<file path="src/rtl/idm_div.sv">
// Pipelined restoring divider, one quotient bit per stage, with a payload carried alongside.
// Self-contained; instantiated by idm_car_following_accel.
`default_nettype none

module idm_div #(
	parameter int NW = 33,
	parameter int DW = 16,
	parameter int PW = 8
) (
	input  logic          clk,
	input  logic          arst_n,
	input  logic          en,
	input  logic          vld,
	input  logic [NW-1:0] num,
	input  logic [DW-1:0] den,
	input  logic [PW-1:0] pay,
	output logic          quo_vld,
	output logic [NW-1:0] quo,
	output logic [PW-1:0] quo_pay
);

	logic          vld_s [NW+1];
	logic [DW-1:0] rem_s [NW+1];
	logic [NW-1:0] num_s [NW+1];
	logic [NW-1:0] quo_s [NW+1];
	logic [DW-1:0] den_s [NW+1];
	logic [PW-1:0] pay_s [NW+1];

	assign vld_s[0] = vld;
	assign rem_s[0] = '0;
	assign num_s[0] = num;
	assign quo_s[0] = '0;
	assign den_s[0] = den;
	assign pay_s[0] = pay;

	for (genvar k = 0; k < NW; k++) begin : g_stage
		logic [DW:0] trial;
		logic        ge;

		assign trial = {rem_s[k], num_s[k][NW-1]};
		assign ge    = trial >= {1'b0, den_s[k]};

		always_ff @(posedge clk or negedge arst_n) begin
			if (!arst_n) begin
				vld_s[k+1] <= 1'b0;
			end else if (en) begin
				vld_s[k+1] <= vld_s[k];
			end
		end

		always_ff @(posedge clk) begin
			if (en) begin
				if (ge) begin
					rem_s[k+1] <= DW'(trial - {1'b0, den_s[k]});
				end else begin
					rem_s[k+1] <= trial[DW-1:0];
				end
				num_s[k+1] <= num_s[k] << 1;
				quo_s[k+1] <= {quo_s[k][NW-2:0], ge};
				den_s[k+1] <= den_s[k];
				pay_s[k+1] <= pay_s[k];
			end
		end
	end

	assign quo_vld = vld_s[NW];
	assign quo     = quo_s[NW];
	assign quo_pay = pay_s[NW];

endmodule

`default_nettype wire

</file>
<file path="config.mk">
export PLATFORM = sky130hd
export DESIGN_NAME = idm_div
export DESIGN_NICKNAME = d
export VERILOG_FILES = /design/src/rtl/idm_div.sv
export SDC_FILE = /design/constraint.sdc
export NUM_CORES = 2
export LEC_CHECK = 0
export ABC_AREA = 1
export BUFFER_PORTS_ARGS = -buffer_cell sky130_fd_sc_hd__buf_4
export CAP_MARGIN = 20
export CORE_ASPECT_RATIO = 1.2
export CORE_MARGIN = 2
export CORE_UTILIZATION = 50
export DETAILED_ROUTE_END_ITERATION = 10
export GPL_TIMING_DRIVEN = 0
export PLACE_DENSITY = 0.7
export SYNTH_ARGS = -nofsm -noshare
export SYNTH_HDL_FRONTEND = slang
export SYNTH_SLANG_ARGS = --single-unit
</file>
<file path="constraint.sdc">
create_clock -name clk -period 5.2 [get_ports clk]
set_input_delay 0 -clock clk [delete_from_list [all_inputs] [get_ports clk]]
set_output_delay 0 -clock clk [all_outputs]
set_load 0.1 [all_outputs]
</file>
Word level (Yosys, flattened, before mapping)
Cells that the tools add are included.

Register bits: 2410. Bits of input ports: 61. Output and inout port bits: 42. Word-level logic and storage cells: 293.

Add/sub/neg operators: 32. Order comparisons: 33. Muxes and demuxes: 32.

Operators by type and width (count): >= comparator 17 x 16 -> 1 bit (32); 2-to-1 mux 16 bit (31); subtractor 16 bit (31); >= comparator 1 x 16 -> 1 bit (1); subtractor 1 x 16 -> 16 bit (1); 2-to-1 mux 1 bit (1).

Longest topological paths before layout
Depth after elaboration: 2. Depth in mapped cells: 15. Depth with buffers taken out: 13.

Worst setup path after synthesis
OpenSTA, ideal clock, no wires.

Kind: reg-to-reg. From: register den_s[128] (netlist name). To: register rem_s (netlist bit g_stage[26].trial[9]) (data pin). Setup time: 0.253 ns. Arrival time: 1.687 ns. Required time: 4.947 ns. Path slack: 3.260 ns. Cell stages (with the launch flop): 10. Buffers on the path: 0. Period minus slack after synthesis: 1.940 ns. Path through: edfxtp_1 > ha_1 > fa_1 > inv_1 > nand3_1 > nand3_1 > a21oi_1 > or2_2 > nand3_1 > nand2_1.

Cells in the longest elaborated chain, start to end: 2. Elaborated cells between the ends (all ways): 3. Classes of those cells: add/sub: 1; order compare: 1; mux: 1.

RTL lines: start: declaration (RTL line 26) `logic [DW-1:0] den_s [NW+1];`; start signal: indexed assignment (RTL line 60) `den_s[k+1] <= den_s[k];`; subtractor 16 bit or >= comparator 17 x 16 -> 1 bit (tied branches) (RTL line 54, 41); 2-to-1 mux 16 bit * (RTL line 53) `if (ge) begin`; end signal: indexed assignment (RTL line 54) `rem_s[k+1] <= DW'(trial - {1'b0, den_s[k]});`; end signal: indexed assignment (RTL line 56) `rem_s[k+1] <= trial[DW-1:0];`; end: declaration (RTL line 23) `logic [DW-1:0] rem_s [NW+1];`.

Mark *: on every way between the ends. The rest lies on a longest branch, timed or not. A chain may end at the register's enable or synchronous reset.

Final worst setup path
From: input port en. To: register pay_s[86] (netlist name), enable pin.

RTL lines: start: declaration (RTL line 12) `input logic en,`; end signal: indexed assignment (RTL line 61) `pay_s[k+1] <= pay_s[k];`; end: declaration (RTL line 27) `logic [PW-1:0] pay_s [NW+1];`.

No word-level cell between the ends.

==> out/results.ini <==
[status]
status = finished, final reports clean

[logic_synthesis]
synthCells = 11300
yosysSeqAreaShare_pct = 62.6
synth_top_area_share_pct = 61.8
syn_nets = 11900
synth_edf_count = 2377
ys_ff_latch = 2410
avgSynthCellArea_sq_um = 10.3
yosys_warnings = 0
async_flop_share_pct = 1.37
syn_area_sq_um = 115000
synth.distinct_cells = 46
synthFlopType = edfxtp_1
synthTopCellsByArea = edfxtp_1, nand2_1, inv_1, ha_1, nand3_1
synth_top_area_cell = edfxtp_1

[setup_path]
slowest_stage = buf_16
path_buf_inv = 6
path_class = input pin to flip-flop
arrival_ns = 4.54
path_cells = dlygate4sd3_1, buf_16, buf_16, buf_16, buf_16, buf_16
crit_top_cell = buf_16
max_stage_delay_ns = 0.66
worst_setup_path_start_kind = input pin
cp-end-kind = flip-flop
cp_max_fo = 197
critPathTopFamily = buffers and inverters
worstPathRequired_ns = 5.72

[floorplan]
start_util_pct = 50.2
die_y_microns = 530
dieArea_sq_um = 235000
die_w_microns = 443
fp-row-count = 193
fp.coreArea_sq_um = 230000
pin_count = 103

[pwr]
p_leak_nw = 59.6
vdd_drop_max_mv = 0.346
power_density_nw_per_um2 = 550

[final_layout]
drive_gt1_share_pct = 7.17
area_delta_synth_final_pct = 12.1
multi_input_area_sq_um = 34500
fin_cells = 15000
nNetsFinal = 12300
seqCellArea_sq_um = 72200
fillers = 19800

[min_path]
hold_class = input pin to async pin

[sta]
clock_skew_ns = 0.0548
rsz0062_at_grt = false
final-hold-violation-count = 0
fin_crit_ns = 4.02
drv_slew = 0
tightest_slew_ns = 1.14
finalCritPeriodShare_pct = 77.3
setup_viol = 0
fmax_ghz = 0.249
slew_headroom_pct = 24.0
final.setup.tns_ns = 0

[route]
vias = 73500
ant_nets = 0
routed_wl_microns = 254000
wl_per_cell_microns = 17.0
drt-initial-drc-count = 4843
vias_per_cell = 4.91
dr.pass1.iters = 6
drc_errors = 0

[placement]
dp_hpwl_microns = 190000
place_inst = 14400
io_buffers = 102
place.gp.congestion = 0.883

[clock_network]
clock_sinks = 2410
cts_root_buf = clkbuf_16
post_cts_buffers = 0
insertion_delay_ns = 0.91
cts_tree = built
path_clk_slew_ns = 0.07
cts_max_level = 4
clockBufferDepth = 4
numCtsBuffers = 241

[grt]
grt_antenna_before_repair = 3
grt_use_total_pct = 21.5
grt_pass1_wl_microns = 398000
grt_pass1_vias = 72500
grt.met3_usage_pct = 2.37
busiest_layer = met2
grtUsageMet1_pct = 27.3
grt_max_degree = 207
use_met2_pct = 38.5
gr-total-overflow = 0

[job]
drv_cap = 0

[synth_stat cells, types with 3 or more instances]
library cell,n
nand2_1,3789
edfxtp_1,2377
inv_1,1988
nand3_1,826
ha_1,514
nor2_1,426
a21oi_1,292
xor2_1,147
nand4_1,134
nor3_1,82
nand3b_1,68
buf_4,58
nand2_2,54
buf_2,46
xnor2_1,44
buf_6,35
dfrtp_1,33
o21ai_0,33
fa_1,31
nand2_4,27
nor2_4,27
and2_1,25
nand3_2,25
or2_2,25
o21a_1,23
nor2_2,22
o21bai_1,18
and3_1,14
inv_2,11
clkbuf_2,10
nor4_2,8
o21ai_1,7
clkbuf_1,6
buf_12,5
nor3_2,5
nand3_4,4
or2_1,3
[path summary, 6_finish.rpt]
kind,end,slack (ns),from,depth (start not counted)
setup / recovery,pay_s[86],1.18,en,6
hold / removal,vld_s[31],0.15,arst_n,4
setup reg to reg,g_stage[15].trial[12],2.59,den_s[317],13
hold reg to reg,quo_s[701],0.37,quo_s[733],0
max in group asynchronous,vld_s[15],4.88,arst_n,4
min in group clk,g_stage[1].trial[16],0.15,den[8],5
[per-layer routing]
metal | routed length [microns] | vias up
li1 | - | 37700
met1 | 110000 | 34200
met2 | 128000 | 1192
met3 | 8480 | 437
met4 | 8240 | 0
met5 | 0 | -
[cells by family after synthesis]
logic type / Yosys count / share of synthesized area (%)
muxes: 1 / 0.00976
adders and majority gates: 545 / 6.11
DFF: 2410 / 62.6
buffers and inverters: 2161 / 7.58
and+or+nand+nor: 5568 / 20.6
xor gates and xnor gates: 191 / 1.45
AOI/OAI and AO/OA: 377 / 1.74
[worst reg2reg max path, cell delays in order (launching register included)]
cell and delay (ns):
edfxtp_1 0.53, inv_1 0.09, ha_1 0.36, nand2_1 0.18, nor2_1 0.07, nand2_1 0.06
nor2_1 0.03, nand2_1 0.07, nand2_1 0.09, nor2_4 0.28, nand2_4 0.15, buf_6 0.19
nand2_1 0.10, nand2_1 0.12
[final cells by class]
type | count | share of cell area [%]
Tap cell | 3022 | 2.92
Buffer | 162 | 0.967
Timing Repair Buffer | 235 | 1.82
Inverter | 1999 | 5.80
Antenna cell | 3 | 0.00580
Sequential cell | 2410 | 55.8
Multi-Input combinational cell | 6682 | 26.6
Clock inverter | 164 | 1.27
Clock buffer | 278 | 4.80
[through the flow]
stage	hold WS (ns)	total power [mW]	worst slack (ns)	area (sq um)	util, %
3_3_place_gp	-0.0521	54.9	-16.91	120000	52.2
4_1_cts	0.0592	71.9	1.22	129000	56.3
5_1_grt	0.141	76.5	0.954	129000	56.3
6_report	0.146	71.1	1.18	129000	56.3
3_5_place_dp	-0.0405	54.3	0.882	120000	52.4
2_1_floorplan	-0.296	46.2	3.26	115000	-
[cells in the final DEF (no fill, tap or decap), types with 41 or more instances in the layout]
cell type / netlist / routed
nand2_1: 3789 / 3789
edfxtp_1: 2377 / 2377
inv_1: 1988 / 1988
nand3_1: 826 / 826
ha_1: 514 / 514
nor2_1: 426 / 426
a21oi_1: 292 / 292
clkbuf_16: 0 / 243
buf_4: 58 / 159
xor2_1: 147 / 147
nand4_1: 134 / 134
dlygate4sd3_1: 0 / 119
nor3_1: 82 / 82
nand3b_1: 68 / 68
nand2_2: 54 / 54
buf_2: 46 / 46
xnor2_1: 44 / 44
clkinv_2: 0 / 42
clkbuf_1: 6 / 41
[registers in the layout (all words and copies together) (netlist names)]
name           flops
den_s            512
g_stage.trial    544
num_s            496
pay_s            256
quo               33
quo_pay            8
quo_s            528
quo_vld            1
vld_s             32
[repair_timing]
item,4_1_cts,5_1_grt
setup endpoints to repair,0,0
hold endpoints to repair,260,0
resized for setup,0,0
hold buffers,120,0
[power by group]
part	internal, mW	switching (mW)	total [mW]
combinational	8.91	17.2	26.1
sequential	25.8	2.01	27.8
clock	9.89	7.32	17.2
total	44.6	26.5	71.1
(Power assumes the default switching activity.)
